**src/kcl_pkg.sv**
```systemverilog
// ----------------------------------------------------------------------------
// kcl_pkg
// Shared constants, key and event codes and types of the keypad code lock.
// ----------------------------------------------------------------------------
package kcl_pkg;

    // Field widths
    localparam int ENTRY_W = 14;
    localparam int COUNT_W = 3;
    localparam int KEY_W   = 5;
    localparam int EV_W    = 3;
    localparam int TICK_W  = 16;
    localparam int FAIL_W  = 4;
    localparam int CFG_W   = 16;
    localparam int CFG_IDX_W = 2;

    // Longest entry in digits
    localparam int MAX_DIGITS = 4;

    // Reset values of the registers
    localparam logic [ENTRY_W-1:0] DEFAULT_CODE_RST  = ENTRY_W'(1234);
    localparam logic [TICK_W-1:0]  TIMEOUT_TICKS_RST = TICK_W'(3000);
    localparam logic [FAIL_W-1:0]  FAILURE_LIMIT_RST = FAIL_W'(3);

    // Register indexes
    localparam logic [CFG_IDX_W-1:0] CFG_DEFAULT_CODE  = 2'd0;
    localparam logic [CFG_IDX_W-1:0] CFG_TIMEOUT_TICKS = 2'd1;
    localparam logic [CFG_IDX_W-1:0] CFG_FAILURE_LIMIT = 2'd2;

    // Key codes
    localparam logic [KEY_W-1:0] KEY_DIGIT_FIRST = 5'd1;
    localparam logic [KEY_W-1:0] KEY_DIGIT_LAST  = 5'd10;
    localparam logic [KEY_W-1:0] KEY_ZERO        = 5'd10;
    localparam logic [KEY_W-1:0] KEY_CONFIRM     = 5'd13;
    localparam logic [KEY_W-1:0] KEY_DELETE      = 5'd14;
    localparam logic [KEY_W-1:0] KEY_CHANGE      = 5'd15;
    localparam logic [KEY_W-1:0] KEY_SAVE        = 5'd16;

    // Request kinds
    localparam logic FUNC_KEY  = 1'b0;
    localparam logic FUNC_TICK = 1'b1;

    // Event codes
    localparam logic [EV_W-1:0] EV_NONE    = 3'd0;
    localparam logic [EV_W-1:0] EV_ACCEPT  = 3'd1;
    localparam logic [EV_W-1:0] EV_REJECT  = 3'd2;
    localparam logic [EV_W-1:0] EV_SAVED   = 3'd3;
    localparam logic [EV_W-1:0] EV_TIMEOUT = 3'd4;

    localparam logic [TICK_W-1:0] TICK_MAX = '1;

    // Reciprocal of ten: (x * 52429) >> 19 == x / 10 for every 14-bit x
    localparam int               DIV10_W     = 16;
    localparam logic [DIV10_W-1:0] DIV10_MUL = 16'd52429;
    localparam int               DIV10_SHIFT = 19;

    // Control from the sequencer to the entry buffer
    typedef struct packed {
        logic             key_act;   // a live key request is being processed
        logic             clear;     // confirm or save empties the entry
        logic [KEY_W-1:0] key_code;
    } entry_ctl_t;

endpackage

```
**src/kcl_entry.sv**
```systemverilog
// ----------------------------------------------------------------------------
// kcl_entry
// Digit entry buffer update: append a decimal digit, delete the last one,
// or clear the entry.
// ----------------------------------------------------------------------------
module kcl_entry (
    input  kcl_pkg::entry_ctl_t           ctl,
    input  logic [kcl_pkg::ENTRY_W-1:0]   entry_cur,
    input  logic [kcl_pkg::COUNT_W-1:0]   count_cur,
    output logic [kcl_pkg::ENTRY_W-1:0]   entry_new,
    output logic [kcl_pkg::COUNT_W-1:0]   count_new
);
    import kcl_pkg::*;

    logic [ENTRY_W+3:0]          times_ten;
    logic [ENTRY_W+DIV10_W-1:0]  recip_prod;
    logic [ENTRY_W-1:0]          div_ten;
    logic [3:0]                  digit;
    logic                        is_digit;
    logic                        room;

    // x*10 = x*8 + x*2
    assign times_ten  = {1'b0, entry_cur, 3'b000} + {3'b000, entry_cur, 1'b0};
    assign recip_prod = entry_cur * DIV10_MUL;
    assign div_ten    = ENTRY_W'(recip_prod >> DIV10_SHIFT);
    assign digit      = (ctl.key_code == KEY_ZERO) ? 4'd0 : ctl.key_code[3:0];
    assign room       = (count_cur < COUNT_W'(MAX_DIGITS));

    always_comb
    begin
        is_digit = ctl.key_code inside {[KEY_DIGIT_FIRST:KEY_DIGIT_LAST]};
        entry_new = entry_cur;
        count_new = count_cur;
        if (ctl.clear)
        begin
            entry_new = '0;
            count_new = '0;
        end
        else if (ctl.key_act && is_digit && room)
        begin
            // wrap to the entry width
            entry_new = ENTRY_W'(times_ten + {{(ENTRY_W){1'b0}}, digit});
            count_new = count_cur + COUNT_W'(1);
        end
        else if (ctl.key_act && ctl.key_code == KEY_DELETE && count_cur != '0)
        begin
            entry_new = div_ten;
            count_new = count_cur - COUNT_W'(1);
        end
    end

endmodule

```
**src/keypad_code_lock.sv**
```systemverilog
// ----------------------------------------------------------------------------
// keypad_code_lock
// Four-digit keypad code lock with failure alarm and unlock timeout.
//
// Each request is either a keypad event (func 0, key 1..16) or a one
// millisecond tick (func 1) and gives exactly one result showing the lock
// state after it. Requests are taken one per clock while results are taken;
// a result passes from the input register to the result register and
// shows on the port from there. While a finished result waits on
// out_stall, the request stage takes one more request and holds it, and
// then the input stalls. Digit keys 1..10 build an entry of
// up to four digits (10
// is zero), key 14 deletes, key 13 checks the entry against the stored
// code, key 15 enters change mode once unlocked and key 16 saves the new
// code. Saving or running out the timeout halts the lock: from then on
// every request returns the frozen state with no event until reset.
// Writing default_code loads the stored code at once; timeout_ticks and
// failure_limit take effect with the next request. Write the registers
// only while no request is in flight. There is no clearing pass after
// reset.
// ----------------------------------------------------------------------------
module keypad_code_lock (
    input  logic                            clk,
    input  logic                            rst_n,
    // configuration write port
    input  logic                            cfg_we,
    input  logic [kcl_pkg::CFG_IDX_W-1:0]   cfg_index,
    input  logic [kcl_pkg::CFG_W-1:0]       cfg_data,
    // request channel
    input  logic                            in_valid,
    output logic                            in_stall,
    input  logic                            func,
    input  logic [kcl_pkg::KEY_W-1:0]       key_code,
    // result channel
    output logic                            out_valid,
    input  logic                            out_stall,
    output logic [kcl_pkg::ENTRY_W-1:0]     entry_value,
    output logic [kcl_pkg::COUNT_W-1:0]     digit_count,
    output logic                            unlocked,
    output logic                            change_mode,
    output logic [kcl_pkg::EV_W-1:0]        event_res,
    output logic                            alarm,
    output logic                            halted
);
    import kcl_pkg::*;

    // configuration
    logic [TICK_W-1:0]  timeout_ticks_reg;
    logic [FAIL_W-1:0]  failure_limit_reg;

    // request stage
    logic               s1_valid_reg;
    logic               s1_func_reg;
    logic [KEY_W-1:0]   s1_key_reg;

    // lock state
    logic [ENTRY_W-1:0] entry_reg,     entry_next;
    logic [COUNT_W-1:0] count_reg,     count_next;
    logic [ENTRY_W-1:0] stored_reg,    stored_next;
    logic [FAIL_W-1:0]  failure_reg,   failure_next;
    logic               unlocked_reg,  unlocked_next;
    logic               change_reg,    change_next;
    logic               timer_reg,     timer_next;
    logic [TICK_W-1:0]  tick_reg,      tick_next;
    logic               halted_reg,    halted_next;
    logic [EV_W-1:0]    ev_next;

    // result register
    logic               out_valid_reg;
    logic [ENTRY_W-1:0] res_entry_reg;
    logic [COUNT_W-1:0] res_count_reg;
    logic               res_unlocked_reg;
    logic               res_change_reg;
    logic [EV_W-1:0]    res_ev_reg;
    logic               res_alarm_reg;
    logic               res_halted_reg;

    logic               advance;
    logic               fire;
    logic               in_take;
    logic               key_act;
    logic               tick_act;
    logic [TICK_W-1:0]  tick_inc;
    entry_ctl_t         entry_ctl;

    // Result register frees up when empty or when its result is taken.
    assign advance  = !out_valid_reg || !out_stall;
    assign fire     = s1_valid_reg && advance;
    assign in_stall = s1_valid_reg && !advance;
    assign in_take  = in_valid && !in_stall;

    assign key_act  = fire && !halted_reg && (s1_func_reg == FUNC_KEY);
    assign tick_act = fire && !halted_reg && (s1_func_reg == FUNC_TICK) && timer_reg;
    assign tick_inc = (tick_reg == TICK_MAX) ? tick_reg : tick_reg + TICK_W'(1);

    // Sequencer: confirm/change first, entry edits in kcl_entry, then save.
    always_comb
    begin
        stored_next   = stored_reg;
        failure_next  = failure_reg;
        unlocked_next = unlocked_reg;
        change_next   = change_reg;
        timer_next    = timer_reg;
        tick_next     = tick_reg;
        halted_next   = halted_reg;
        ev_next       = EV_NONE;
        entry_ctl.key_act  = key_act;
        entry_ctl.key_code = s1_key_reg;
        entry_ctl.clear    = 1'b0;

        if (key_act)
        begin
            if (!unlocked_reg && s1_key_reg == KEY_CONFIRM)
            begin
                entry_ctl.clear = 1'b1;
                if (entry_reg == stored_reg)
                begin
                    failure_next  = '0;
                    unlocked_next = 1'b1;
                    timer_next    = 1'b1;
                    tick_next     = '0;
                    ev_next       = EV_ACCEPT;
                end
                else
                begin
                    // saturate at the limit
                    if (failure_reg < failure_limit_reg)
                        failure_next = failure_reg + FAIL_W'(1);
                    ev_next = EV_REJECT;
                end
            end
            else if (unlocked_reg && s1_key_reg == KEY_CHANGE)
            begin
                change_next = 1'b1;
                timer_next  = 1'b0;
                tick_next   = '0;
            end

            if (s1_key_reg == KEY_SAVE && change_reg)
            begin
                stored_next     = entry_reg;
                change_next     = 1'b0;
                unlocked_next   = 1'b0;
                timer_next      = 1'b0;
                tick_next       = '0;
                halted_next     = 1'b1;
                entry_ctl.clear = 1'b1;
                ev_next         = EV_SAVED;
            end
        end
        else if (tick_act)
        begin
            if (tick_inc >= timeout_ticks_reg)
            begin
                timer_next  = 1'b0;
                tick_next   = '0;
                halted_next = 1'b1;
                ev_next     = EV_TIMEOUT;
            end
            else
            begin
                tick_next = tick_inc;
            end
        end
    end

    kcl_entry u_entry (
        .ctl       (entry_ctl),
        .entry_cur (entry_reg),
        .count_cur (count_reg),
        .entry_new (entry_next),
        .count_new (count_next)
    );

    // Configuration registers; a default_code write reloads the stored code.
    always_ff @(posedge clk or negedge rst_n)
    begin
        if (!rst_n)
        begin
            timeout_ticks_reg <= TIMEOUT_TICKS_RST;
            failure_limit_reg <= FAILURE_LIMIT_RST;
        end
        else if (cfg_we)
        begin
            case (cfg_index)
                CFG_TIMEOUT_TICKS: timeout_ticks_reg <= cfg_data;
                CFG_FAILURE_LIMIT: failure_limit_reg <= cfg_data[FAIL_W-1:0];
                default: ;
            endcase
        end
    end

    // Request stage: load whenever the slot is empty or moving on.
    always_ff @(posedge clk or negedge rst_n)
    begin
        if (!rst_n)
            s1_valid_reg <= 1'b0;
        else if (!s1_valid_reg || advance)
            s1_valid_reg <= in_take;
    end

    always_ff @(posedge clk)
    begin
        if (in_take)
        begin
            s1_func_reg <= func;
            s1_key_reg  <= key_code;
        end
    end

    // Lock state: advance on every processed request.
    always_ff @(posedge clk or negedge rst_n)
    begin
        if (!rst_n)
        begin
            entry_reg    <= '0;
            count_reg    <= '0;
            stored_reg   <= DEFAULT_CODE_RST;
            failure_reg  <= '0;
            unlocked_reg <= 1'b0;
            change_reg   <= 1'b0;
            timer_reg    <= 1'b0;
            tick_reg     <= '0;
            halted_reg   <= 1'b0;
        end
        else
        begin
            if (cfg_we && cfg_index == CFG_DEFAULT_CODE)
                stored_reg <= cfg_data[ENTRY_W-1:0];
            else if (fire)
                stored_reg <= stored_next;
            if (fire)
            begin
                entry_reg    <= entry_next;
                count_reg    <= count_next;
                failure_reg  <= failure_next;
                unlocked_reg <= unlocked_next;
                change_reg   <= change_next;
                timer_reg    <= timer_next;
                tick_reg     <= tick_next;
                halted_reg   <= halted_next;
            end
        end
    end

    // Result register: hold while stalled.
    always_ff @(posedge clk or negedge rst_n)
    begin
        if (!rst_n)
            out_valid_reg <= 1'b0;
        else if (advance)
            out_valid_reg <= s1_valid_reg;
    end

    always_ff @(posedge clk)
    begin
        if (fire)
        begin
            res_entry_reg    <= entry_next;
            res_count_reg    <= count_next;
            res_unlocked_reg <= unlocked_next;
            res_change_reg   <= change_next;
            res_ev_reg       <= ev_next;
            res_alarm_reg    <= (failure_next >= failure_limit_reg);
            res_halted_reg   <= halted_next;
        end
    end

    assign out_valid   = out_valid_reg;
    assign entry_value = res_entry_reg;
    assign digit_count = res_count_reg;
    assign unlocked    = res_unlocked_reg;
    assign change_mode = res_change_reg;
    assign event_res   = res_ev_reg;
    assign alarm       = res_alarm_reg;
    assign halted      = res_halted_reg;

    // Once halted, only reset brings the lock back.
    a_halt_sticky: assert property (@(posedge clk) disable iff (!rst_n)
        halted_reg |=> halted_reg)
        else $error("halted state left without reset");

    // Change mode exists only inside an unlocked session.
    a_change_unlocked: assert property (@(posedge clk) disable iff (!rst_n)
        change_reg |-> unlocked_reg)
        else $error("change mode while locked");

    // The timer runs only while unlocked and not changing the code.
    a_timer_session: assert property (@(posedge clk) disable iff (!rst_n)
        timer_reg |-> (unlocked_reg && !change_reg && !halted_reg))
        else $error("timer running outside an unlocked session");

    // The entry never holds more digits than allowed.
    a_count_bound: assert property (@(posedge clk) disable iff (!rst_n)
        count_reg <= COUNT_W'(MAX_DIGITS))
        else $error("digit count beyond limit");

    // A save or timeout result always reports the halt.
    a_final_event: assert property (@(posedge clk) disable iff (!rst_n)
        (out_valid_reg && (res_ev_reg == EV_SAVED || res_ev_reg == EV_TIMEOUT))
        |-> res_halted_reg)
        else $error("terminal event without halt");

endmodule

```
**config.mk**
```make
export PLATFORM = sky130hd
export DESIGN_NAME = keypad_code_lock
export DESIGN_NICKNAME = d
export VERILOG_FILES = /design/src/kcl_pkg.sv /design/src/kcl_entry.sv /design/src/keypad_code_lock.sv
export SDC_FILE = /design/constraint.sdc
export NUM_CORES = 1
export LEC_CHECK = 0
export ABC_AREA = 1
export BUFFER_PORTS_ARGS = -buffer_cell sky130_fd_sc_hd__buf_2
export CAP_MARGIN = 30
export CORE_MARGIN = 3
export CORE_UTILIZATION = 25
export DETAILED_ROUTE_END_ITERATION = 7
export GPL_TIMING_DRIVEN = 0
export SLEW_MARGIN = 20
export SYNTH_ARGS = -nofsm -noshare
export SYNTH_HDL_FRONTEND = slang
export SYNTH_HIERARCHICAL = 1
export SYNTH_SLANG_ARGS = --single-unit
```
**constraint.sdc**
```tcl
create_clock -name clk -period 11.35 [get_ports clk]
set_input_delay 1.135 -clock clk [delete_from_list [all_inputs] [get_ports clk]]
set_output_delay 1.135 -clock clk [all_outputs]
set_load 0.02 [all_outputs]
```
## Word level (Yosys, flattened, before mapping)

Cells that the tools add are included.

- Bits of input ports: 29
- Register bits after elaboration: 107
- Output and inout port bits: 26

- Muxes and demuxes: 51
- Eq/ne operators: 11
- Bitwise operators: 1
- Multipliers: 1
- Order comparisons: 6
- $add $sub $neg: 6
- Reduce and logical (&&, ||, !) cells: 37

Operator list:

| cell | number |
|---|---|
| two-way mux 16 bit | 8 |
| two-way mux 14 bit | 7 |
| multiplier 14 x 16 -> 30 bit (second input constant) | 1 |
| two-way mux 1 bit | 22 |
| two-way mux 3 bit | 7 |
| equality test 5 x 4 -> 1 bit (second input constant) | 4 |
| two-way mux 4 bit | 5 |
| adder 16 x 1 -> 16 bit (second input constant) | 1 |
| equality test 16 bit (second input constant) | 1 |
| greater-or-equal comparator 16 bit | 1 |
| logical AND 1 bit | 16 |
| adder 14 bit | 1 |
| adder 14 x 4 -> 14 bit | 1 |
| equality test 14 bit | 1 |
| nonzero test 2 bit | 5 |
| logical NOT 1 bit | 7 |
| equality test 5 bit (second input constant) | 1 |
| greater-or-equal comparator 5 x 1 -> 1 bit (second input constant) | 1 |
| less-or-equal comparator 5 x 4 -> 1 bit (second input constant) | 1 |
| AND reduction 5 bit | 1 |
| adder 4 x 1 -> 4 bit (second input constant) | 1 |
| greater-or-equal comparator 4 bit | 1 |
| less-than comparator 4 bit | 1 |
| two-way mux 2 bit | 2 |
| other kinds (14) | 16 |

## Depth between registers and ports, before layout

Gate-level depths: netlist of run 1.

- Depth after elaboration: 10
- Mapped depth: 26
- Depth with buffers taken out: 26

## By module

Netlist of run 1, hierarchy kept.

By module, submodules not included:

| module | times used | cells an instance | seq. area each (um^2) | area an instance (um^2) |
|---|---|---|---|---|
| keypad_code_lock | 1 | 648 | 2,845.2 | 5,444.0 |
| kcl_entry | 1 | 785 | 0.0 | 5,322.6 |

## Least setup slack after synthesis of run 1

Ideal clock, no wire load.

- Path kind: register to register
- Start: register entry_reg[12]
- End: register entry_reg[1]
- Required time: 11.267 ns
- Path slack: 6.485 ns
- Data arrival time: 4.783 ns
- Stages on the path, launching flop included: 25
- Clock period less this slack: 4.865 ns
- Buffers on the path: 0
- Library setup time: 0.083 ns
- Path through: dfrtp_1 -> inv_1 -> ha_1 -> fa_1 -> fa_1 -> fa_1 -> inv_1 -> fa_1 -> inv_1 -> fa_1 -> inv_1 -> ha_1 -> nand2_1 -> inv_1 -> nand2_1 -> nand2_1 -> nand2_1 -> nand2_1 -> a21oi_1 -> nand2_1 -> nand2_1 -> nand3_1 -> a21oi_1 -> nand2_1 -> o21ai_0

- Word-level cells in the longest chain between the ends: 4

RTL lines:

| item | line | text |
|---|---|---|
| start: declaration | keypad_code_lock.sv:57 | `logic [ENTRY_W-1:0] entry_reg, entry_next;` |
| start signal: assignment | keypad_code_lock.sv:234 | `entry_reg <= entry_next;` |
| multiplier 14 x 16 -> 30 bit | kcl_entry.sv:24 | `assign recip_prod = entry_cur * DIV10_MUL;` |
| two-way mux 14 bit | kcl_entry.sv:45 | `else if (ctl.key_act && ctl.key_code == KEY_DELETE && count_cur != '0)` |
| two-way mux 14 bit | kcl_entry.sv:39 | `else if (ctl.key_act && is_digit && room)` |
| two-way mux 14 bit | kcl_entry.sv:34 | `if (ctl.clear)` |
| net entry_next[1] | keypad_code_lock.sv:57 |  |

The timed path passes the listed nets, and every way through them passes these cells.
A chain may end at the register's enable or synchronous reset.

## Worst setup path in the final report of run 1

- Start: register entry_reg[12]
- End: register entry_reg[5]

Same word-level chain as after synthesis.

==> results of run 1 <==
[tightest hold or removal path: stages (launching register included)]
cell	delay, ps
dfrtp_1	350
nand2_1	50
nand2_1	50
[path summary, 6_finish.rpt]
kind	start	slack, ps	to	cells after the start
worst max-delay path	entry_reg[12]$_DFFE_PN0P_	5610	entry_reg[5]$_DFFE_PN0P_	21
worst min-delay path	timer_reg$_DFFE_PN0P_	490	timer_reg$_DFFE_PN0P_	2
worst max register to register	entry_reg[12]$_DFFE_PN0P_	5610	entry_reg[5]$_DFFE_PN0P_	21
worst min register to register	timer_reg$_DFFE_PN0P_	490	timer_reg$_DFFE_PN0P_	2
max in group asynchronous	rst_n	9930	failure_limit_reg[0]$_DFFE_PN1P_	2
min in group asynchronous	rst_n	750	timeout_ticks_reg[13]$_DFFE_PN0P_	1
[metal layers]
layer | wire length (um) | vias to the layer above | GRT usage | part of all wire
met5 | 0 | - | 0 | 0
met4 | 320 | 0 | 0.0251 | 0.011
met3 | 1410 | 18 | 0.0221 | 0.051
met2 | 12600 | 199 | 0.198 | 0.45
met1 | 13500 | 4303 | 0.180 | 0.49
li1 | - | 4642 | - | -
[per-stage QoR]
stage / utilization / std cells / setup WS, ps / instance area (um^2)
detailed placement: 0.279 / 2028 / 5630 / 11800
floorplan: - / 1433 / 6480 / 10800
global route: 0.285 / 2044 / 5250 / 12000
global placement: 0.277 / 2026 / 5600 / 11700
finish: 0.285 / 2044 / 5610 / 12000
CTS: 0.285 / 2044 / 5580 / 12000
[cell type report]
type / instances / area (um^2)
well taps: 539 / 674
clock buffers: 9 / 225
plain buffers: 20 / 116
inverters: 286 / 1080
repair buffers: 56 / 320
clock inverters: 7 / 56.3
fillers: 4595 / 30200
flip-flops and latches: 107 / 2850
multi-input cells: 1020 / 6730
[cells in the mapped netlist (all sizes together)]
cell    count
nand2     410
inv       285
ha        150
nor2      108
nand3      85
a21oi      73
dfrtp      63
fa         56
o21ai      56
edfxtp     30
xor2       18
nand4      15
dfstp      14
o211ai     14
buf        11
nor3       11
clkbuf      9
xnor2       8
or2         4
a31oi       3
nand3b      3
a21o        2
o21bai      2
clkinv      1
nor4        1
o22ai       1
[cell usage in the layout, fill, tap and decap left out, types with 8 or more instances in the layout]
| cell type | count |
|---|---|
| a21oi_1 | 70 |
| buf_2 | 58 |
| clkbuf_1 | 8 |
| clkbuf_16 | 9 |
| dfrtp_1 | 63 |
| dfstp_2 | 14 |
| edfxtp_1 | 30 |
| fa_1 | 56 |
| ha_1 | 150 |
| inv_1 | 273 |
| inv_2 | 11 |
| nand2_1 | 397 |
| nand2_2 | 12 |
| nand3_1 | 85 |
| nand4_1 | 15 |
| nor2_1 | 98 |
| o211ai_1 | 14 |
| o21ai_0 | 55 |
| xnor2_1 | 8 |
| xor2_1 | 18 |
[logic make-up (layout without fill, tap and decap cells)]
logic type / after synthesis / after routing / share of synthesized area
AOI/OAI and AO/OA: 151 / 151 / 0.0769
xor gates and xnor gates: 26 / 26 / 0.0212
adders and majority gates: 206 / 206 / 0.278
buffers and inverters: 306 / 378 / 0.111
DFF: 107 / 107 / 0.264
and+or+nand+nor: 637 / 637 / 0.249
==> impl_metrics.ini, run 1 <==
[die]
coreArea_mm2 = 0.0422
initial_core_util = 0.255
die_y_um = 214
io-pin-count = 55
fp-row-count = 75
fp.dieW_um = 214
die_area_mm2 = 0.0456

[routing]
vias_per_cell = 4.48
routed_wirelength_um = 27800
postRouteAntennaNets = 0
dr_total_vias = 9162
drt_iter0_drc = 576
wl_per_cell_um = 13.6
drc = 0
dr.pass1.iters = 5

[sta]
worst_pin_slew_ps = 540
fin_crit_sh = 0.506
drv_slew = 0
min_period_ps = 5740
slew_headroom = 0.640
timing.fmax_mhz = 174
hold_viol = 0
tns_ps = 0
rsz0062_at_grt = false
setup_viol = 0
fin_skew_ps = 12.9
whs_ps = 486

[logic_synthesis]
synth_seq_cells = 107
synth_top_area_frac = 0.174
ys_seq_area_frac = 0.264
yosysWarningCount = 6
synthTopCellsByArea = ha_1, dfrtp_1, nand2_1, fa_1, inv_1
netlist_instances = 1433
yosys.area.top_type = ha_1
netlist_area_mm2 = 0.0108
syn_avg_cell_area_um2 = 7.51
syn_nets = 1668
synth_cell_types = 41

[finish]
area_delta_synth_final_pct = 11.9
antenna_cells = 0
drive_above_1_share = 0.0944
fin_nets = 1735

[clock_tree]
h-tree-depth = 3
cts_tree = built
postCtsSetupBuffers = 0
clock_latency_ps = 360
hold_buffers = 0
cts_root_buf = clkbuf_16
cts_sinks = 107
clockBufferDepth = 2
cts_resized = 0
path_clk_slew_ps = 80
numCtsBuffers = 9

[grt]
grt_pass1_wl_um = 45700
grt_usage = 0.125
antenna_found_initial = 0
grt-ovfl-total = 0
grt_pass1_vias = 8830
grt_max_degree = 41

[critical_path]
worstPathRequired_ps = 11620
crit_chain = inv_1, ha_1, fa_1, fa_1, fa_1, inv_1, fa_1, inv_1, fa_1, inv_1, ha_1, nand2_1, nor2_1, nand2_1, nor2_1, nand2_1, nand4_1, nand3_1, a21oi_1, nand2_1, o21ai_0
cp_max_fo = 7
path_common_cell = fa_1
slowest_stage = fa_1
critPathLaunchType = register
critPathArrivalTime_ps = 6020
max_stage_delay_ps = 680
critPathTopFamily = adder cells
crit_path_end_kind = register
crit_type = reg2reg
critical_path_buf_inv_count = 4

[run_status]
status = finished, final reports clean

[flow_run]
drv_cap = 0

[place]
gp_congestion = 0.867
port_buffers = 54
hpwlAfterDp_um = 23400

[min_path]
hold_path_class = reg2reg
Power of run 1 is left out: the tool's default activity adds up to more than one toggle a clock period on the data nets, which glitch-free logic cannot reach.
==> run 2, diff against run 1 <==
--- a/config.mk
+++ b/config.mk
@@ -5,7 +5,7 @@
 export SDC_FILE = /design/constraint.sdc
 export NUM_CORES = 1
 export LEC_CHECK = 0
-export ABC_AREA = 1
+export ABC_AREA = 0
 export BUFFER_PORTS_ARGS = -buffer_cell sky130_fd_sc_hd__buf_2
 export CAP_MARGIN = 30
 export CORE_MARGIN = 3
==> constraint.sdc (replaced) <==
create_clock -name clk -period 4.8 [get_ports clk]
set_input_delay 0.48 -clock clk [delete_from_list [all_inputs] [get_ports clk]]
set_output_delay 0.48 -clock clk [all_outputs]
set_load 0.02 [all_outputs]
==> run 2 against run 1 <==
The run now ends with setup timing left. Die area is 7.5% lower. Critical endpoint is now entry_value[9]$_DFFE_PP_. Final area is 0.33% higher. Global-route usage hardly changed. Flip-flop and latch count stayed put. Final cell count is 21% lower.
==> impl_metrics.ini, run 2 <==
[critical_path]
worst_r2r_endpoint = entry_value[9]$_DFFE_PP_
cp_max_fo = 3
worstPathRequired_ps = 4930
critical_path.startpoint = entry_reg[12]$_DFFE_PN0P_
crit_chain = inv_2, ha_4, fa_2, fa_1, fa_1, inv_1, fa_1, inv_1, fa_1, inv_2, ha_4, nand4_1, buf_6, nor2_4, nand2_1, o22a_4, o2111ai_4, mux2i_1, a21oi_2, buf_4
r2r_cells = 20
critPathLaunchType = register
path_common_cell = fa_1
slowest_stage = fa_2
crit_path_end = entry_value[9]$_DFFE_PP_
crit_cells = 20
critPathArrivalTime_ps = 5570
r2r-start = entry_reg[12]$_DFFE_PN0P_
crit_type = reg2reg
critical_path_buf_inv_count = 6
reg2reg_setup_slack_ps = -640
crit_path_end_kind = register
max_stage_delay_ps = 610
critPathTopFamily = adder cells

[sta]
hold_viol = 0
timing.fmax_mhz = 184
fin_skew_ps = 10.1
min_period_ps = 5440
whs_ps = 60.3
slew_headroom = 0.361
fin_crit_sh = 1.13
setup_viol = 22
setup_slack_ps = -645
tns_ps = -11880
drv_slew = 0
rsz0062_at_grt = true
worst_pin_slew_ps = 959

[grt]
grt_pass1_wl_um = 41400
grt_pass1_vias = 7585
grt-ovfl-total = 0
grt_max_degree = 51
antenna_found_initial = 1
grt_usage = 0.125

[routing]
dr.pass1.iters = 5
routed_wirelength_um = 26300
drt_iter0_drc = 429
route.met3.wl_um = 1170
dr_total_vias = 7604
postRouteAntennaNets = 0
drc = 0
top_layer = met5
routed-wl-met2_um = 11900
vias_per_cell = 4.72
wl_met1_um = 12400
wl_per_cell_um = 16.3

[clock_tree]
numCtsBuffers = 9
cts_root_buf = clkbuf_16
clock_latency_ps = 370
cts_sinks = 107
clockBufferDepth = 2
path_clk_slew_ps = 80
hold_buffers = 0
h-tree-depth = 3
cts_tree = built

[logic_synthesis]
synthFlopType = dfrtp_1
synth_fa_ha_area_frac = 0.302
synth_compound_area_frac = 0.124
synth_xor_area_frac = 0.0458
synth_top_family_by_area = adder cells
syn_avg_cell_area_um2 = 10.1
synth.top_cells.by_count = ha_1, inv_1, dfrtp_1
yosysWarningCount = 6
synth_seq_cells = 107
netlist_instances = 981
yosys.area.top_type = ha_1
synth_top_area_frac = 0.189
syn_nets = 1216
muxShareOfSynthArea = 0.0612
yosysMostFrequentCell = ha_1
synth_cell_types = 84
yosys.area_share.simple = 0.122
ys_seq_area_frac = 0.286
synth_edf_count = 30
netlist_area_mm2 = 0.00994
synthTopCellsByArea = ha_1, dfrtp_1, fa_1, edfxtp_1, inv_1
async_reset_ff_frac = 0.720

[die]
io-pin-count = 55
die_area_mm2 = 0.0422
fp.dieW_um = 205
initial_core_util = 0.255
die_y_um = 205
fp-row-count = 72
coreArea_mm2 = 0.0389

[finish]
antenna_cells = 0
multi_input_area_mm2 = 0.00704
drive_above_1_share = 0.264
fillers = 3997
layout_common_cells = ha_1, inv_1, buf_2, nand2_1
layout_commonest_cell = ha_1
area_delta_synth_final_pct = 21.6
seq_area_mm2 = 0.00286
fin_nets = 1323

[place]
gp_congestion = 0.907
hpwlAfterDp_um = 20000
port_buffers = 54

[run_status]
status = finished with violations
violations = setup timing

[min_path]
hold_path_class = in2async

[flow_run]
drv_cap = 0
==> run 2: cell families (layout without fill, tap and decap cells) <==
logic type,count (synthesis),in the layout
compound gates,175,175
simple gates,233,233
flops,107,107
xor+xnor,52,52
fa+ha+maj,206,206
mux,56,56
buf+inv,152,264
==> run 2: worst min path at each step <==
| stage | from | end | slack [ps] | cells after the start |
|---|---|---|---|---|
| after CTS | rst_n | timeout_ticks_reg[15]$_DFFE_PN0P_ | 60 | 1 |
| after floorplan | rst_n | change_reg$_DFFE_PN0P_ | 180 | 0 |
| final | rst_n | tick_reg[5]$_DFFE_PN0P_ | 60 | 1 |
| after global placement | s1_valid_reg$_DFFE_PN0N_ | out_valid$_DFFE_PN0P_ | 460 | 1 |
| after detailed placement | rst_n | timeout_ticks_reg[6]$_DFFE_PN0P_ | 460 | 1 |
| after global routing | rst_n | timeout_ticks_reg[6]$_DFFE_PN0P_ | 70 | 1 |
==> run 2: timing repair <==
item	4_1_cts	5_1_grt
endpoints found under the setup margin	22	22
pin swaps	37	30
resized for setup	72	28
buffers inserted	27	15
==> run 2: final cells by class <==
class,instances,area share
Timing Repair Buffer,98,0.0555
Clock buffer,9,0.0186
Sequential cell,107,0.237
Clock inverter,7,0.00497
Multi-Input combinational cell,722,0.582
Buffer,24,0.00890
Inverter,126,0.0391
Tap cell,518,0.0536
==> run 2: metal layers <==
| layer | GRT usage | vias to the layer above |
|---|---|---|
| li1 | - | 3668 |
| met1 | 0.173 | 3705 |
| met2 | 0.198 | 179 |
| met3 | 0.0226 | 50 |
| met4 | 0.0395 | 2 |
| met5 | 0 | - |
==> run 2: stage by stage <==
step                std cells  utilization  cell area (um^2)  setup WS [ps]
finish                   1611        0.311             12100           -645
global route             1611        0.311             12100           -781
CTS                      1597        0.304             11800           -668
detailed placement       1555        0.283             11000          -1200
global placement         1553        0.281             10900          -1170
floorplan                 981            -             10000           -445
==> run 2: worst reg2reg max path, cell delays in order, from the launching register on <==
cell and delay [ps]:
dfrtp_2 440, inv_2 90, ha_4 210, fa_2 610, fa_1 470, fa_1 520
inv_1 50, fa_1 470, inv_1 50, fa_1 510, inv_2 50, ha_4 260
nand4_1 140, buf_6 180, nor2_4 90, nand2_1 70, o22a_4 240, o2111ai_4 240
mux2i_1 270, a21oi_2 100, buf_4 170
Power of run 2 is left out for the same reason.
==> run 3, diff against run 2 <==
--- a/config.mk
+++ b/config.mk
@@ -8,12 +8,13 @@
 export ABC_AREA = 0
 export BUFFER_PORTS_ARGS = -buffer_cell sky130_fd_sc_hd__buf_2
 export CAP_MARGIN = 30
+export CORE_ASPECT_RATIO = 0.6
 export CORE_MARGIN = 3
-export CORE_UTILIZATION = 25
+export CORE_UTILIZATION = 49
 export DETAILED_ROUTE_END_ITERATION = 7
 export GPL_TIMING_DRIVEN = 0
+export PLACE_DENSITY = 0.69
 export SLEW_MARGIN = 20
 export SYNTH_ARGS = -nofsm -noshare
 export SYNTH_HDL_FRONTEND = slang
-export SYNTH_HIERARCHICAL = 1
 export SYNTH_SLANG_ARGS = --single-unit
==> run 3 against run 2 <==
Routed wire length grew 6.0%. Fmax grew 0.87%. Via count grew 7.2%. Global-route usage grew 13 points. Synthesized cell count grew 2.5%. The flow still finishes with violations (setup timing). Register-to-register slack gained 50 ps. Die area shrank 48%. Non-clock buffer count shrank 6. First-iteration DRC count grew 94%. Final area shrank 3.5%. Sequential share of layout area grew 0.86 points.
==> impl_metrics.ini, run 3 <==
[finish]
fin_nets = 1342
drive_above_1_share = 0.228
stdcell_area_mm2 = 0.0117
area_delta_synth_final_pct = 18.2
multi_input_area_mm2 = 0.00696
seq_area_mm2 = 0.00286
antenna_cells = 0
post-route-util = 0.602
layout_commonest_cell = ha_1
fillers = 1641
layout_common_cells = ha_1, inv_1, buf_2, nor2_1, nand2_1

[clock_tree]
cts_tree = built
h-tree-depth = 3
path_clk_slew_ps = 80
clockBufferDepth = 2
cts_sinks = 107
numCtsBuffers = 9
clock_latency_ps = 360
cts_root_buf = clkbuf_16

[die]
initial_core_util = 0.509
die_y_um = 116
fp.dieW_um = 189
die_area_mm2 = 0.0219
io-pin-count = 55
coreArea_mm2 = 0.0194
fp-row-count = 39

[critical_path]
crit_chain = buf_4, ha_4, inv_1, fa_2, fa_2, fa_1, inv_1, fa_1, fa_1, ha_4, a21oi_1, nor3b_2, a2111oi_4, buf_4, buf_6, nor3_4, mux2_4, a2111oi_4
path_common_cell = fa_1
cp_max_fo = 4
worstPathRequired_ps = 4960
max_stage_delay_ps = 530
critical_path_buf_inv_count = 5
r2r_cells = 18
crit_type = reg2reg
slowest_stage = fa_2
worst_r2r_endpoint = entry_value[8]$_DFFE_PP_
critPathTopFamily = adder cells
crit_path_end_kind = register
r2r-start = entry_reg[12]$_DFFE_PN0P_
reg2reg_setup_slack_ps = -600
critPathLaunchType = register
critPathArrivalTime_ps = 5560

[sta]
fin_skew_ps = 10.9
rsz0062_at_grt = true
worst_pin_slew_ps = 897
setup_viol = 22
fin_crit_sh = 1.12
whs_ps = 27.2
slew_headroom = 0.400
setup_slack_ps = -598
timing.fmax_mhz = 185
hold_viol = 0
min_period_ps = 5400
drv_slew = 0

[logic_synthesis]
synth_edf_count = 30
netlist_area_mm2 = 0.00987
yosys.area.top_type = ha_1
synth_top_area_frac = 0.190
synth_seq_cells = 107
synth.top_cells.by_count = ha_1, inv_1, dfrtp_1
syn_avg_cell_area_um2 = 9.81
yosysWarningCount = 0
ys_seq_area_frac = 0.288
async_reset_ff_frac = 0.720
synthFlopType = dfrtp_1
syn_nets = 1241
yosysMostFrequentCell = ha_1
synthTopCellsByArea = ha_1, dfrtp_1, fa_1, edfxtp_1, inv_1
netlist_instances = 1006
synth_cell_types = 75

[place]
gp_congestion = 0.968
port_buffers = 54
place_area_mm2 = 0.0107
hpwlAfterDp_um = 21600

[routing]
drt_iter0_drc = 833
top_layer = met4
routed-wl-met2_um = 10200
routed_wirelength_um = 27900
dr.pass1.iters = 5
wl_per_cell_um = 20.2
vias_per_cell = 5.92
dr_total_vias = 8151
wl_met1_um = 14000
drc = 0
postRouteAntennaNets = 0
route.met3.wl_um = 3250

[grt]
grt_pass1_wl_um = 43500
antenna_found_initial = 0
grt-ovfl-total = 0
grt_max_degree = 54
grt_usage = 0.260
grt_pass1_vias = 7641

[flow_run]
drv_cap = 0

[run_status]
status = finished with violations
violations = setup timing

[min_path]
hold_path_class = in2async
## run 3: cell types whose count changed after synthesis, sizes merged, moves of 5 or more
cell    previous run  this run
nand2b            12         7
mux2              38        23
o21ai             48        56
a211oi             5        14
a21oi             42        60
mux2i             18         9
nor2              55        60
a21o               6        17
## run 3: how the worst max path moves through the flow
| stage | from | endpoint | slack [ps] | cells past startpoint |
|---|---|---|---|---|
| after floorplan | entry_reg[8]$_DFFE_PN0P_ | entry_value[9]$_DFFE_PP_ | -230 | 18 |
| after global placement | entry_reg[5]$_DFFE_PN0P_ | entry_value[2]$_DFFE_PP_ | -920 | 15 |
| after detailed placement | entry_reg[5]$_DFFE_PN0P_ | entry_value[6]$_DFFE_PP_ | -1030 | 15 |
| after CTS | entry_reg[9]$_DFFE_PN0P_ | entry_value[9]$_DFFE_PP_ | -580 | 18 |
| after global routing | entry_reg[6]$_DFFE_PN0P_ | entry_value[9]$_DFFE_PP_ | -780 | 19 |
| final | entry_reg[12]$_DFFE_PN0P_ | entry_value[8]$_DFFE_PP_ | -600 | 18 |
## run 3: final cells by class
cell class	count	share of cell area
Multi-Input combinational cell	743	0.597
Inverter	130	0.0423
Timing Repair Buffer	91	0.0519
Clock inverter	7	0.00644
Buffer	25	0.00912
Sequential cell	107	0.245
Tap cell	266	0.0285
Clock buffer	9	0.0193
## run 3: layer usage
layer,global-route usage,up-vias
li1,-,3780
met1,0.426,3951
met2,0.327,389
met3,0.0807,31
met4,0.0456,0
met5,0,-
## run 3: timing repair
| action | in CTS | in global routing |
|---|---|---|
| pin swaps | 39 | 23 |
| buffers inserted | 29 | 7 |
| hold buffers | 0 | 0 |
| gates resized for setup | 59 | 24 |
| endpoints found under the setup margin | 40 | 39 |
| gates cloned | 0 | 0 |
## run 3: cells by family after synthesis
kind of cell | Yosys count | share of synthesized area
buffers and inverters | 156 | 0.0605
xor gates and xnor gates | 47 | 0.0417
DFF | 107 | 0.288
and+or+nand+nor | 230 | 0.113
AOI/OAI and AO/OA | 228 | 0.157
adders and majority gates | 206 | 0.304
muxes | 32 | 0.0358
## run 3: metrics by stage
| stage | TNS, ps | instances | setup slack [ps] |
|---|---|---|---|
| 2_1_floorplan | -1470 | 1006 | -232 |
| 3_3_place_gp | -20100 | 1326 | -917 |
| 4_1_cts | -8720 | 1372 | -583 |
| 6_report | -9670 | 1378 | -598 |
| 5_1_grt | -13210 | 1378 | -780 |
| 3_5_place_dp | -21780 | 1328 | -1030 |
Power of run 3 is left out for the same reason.
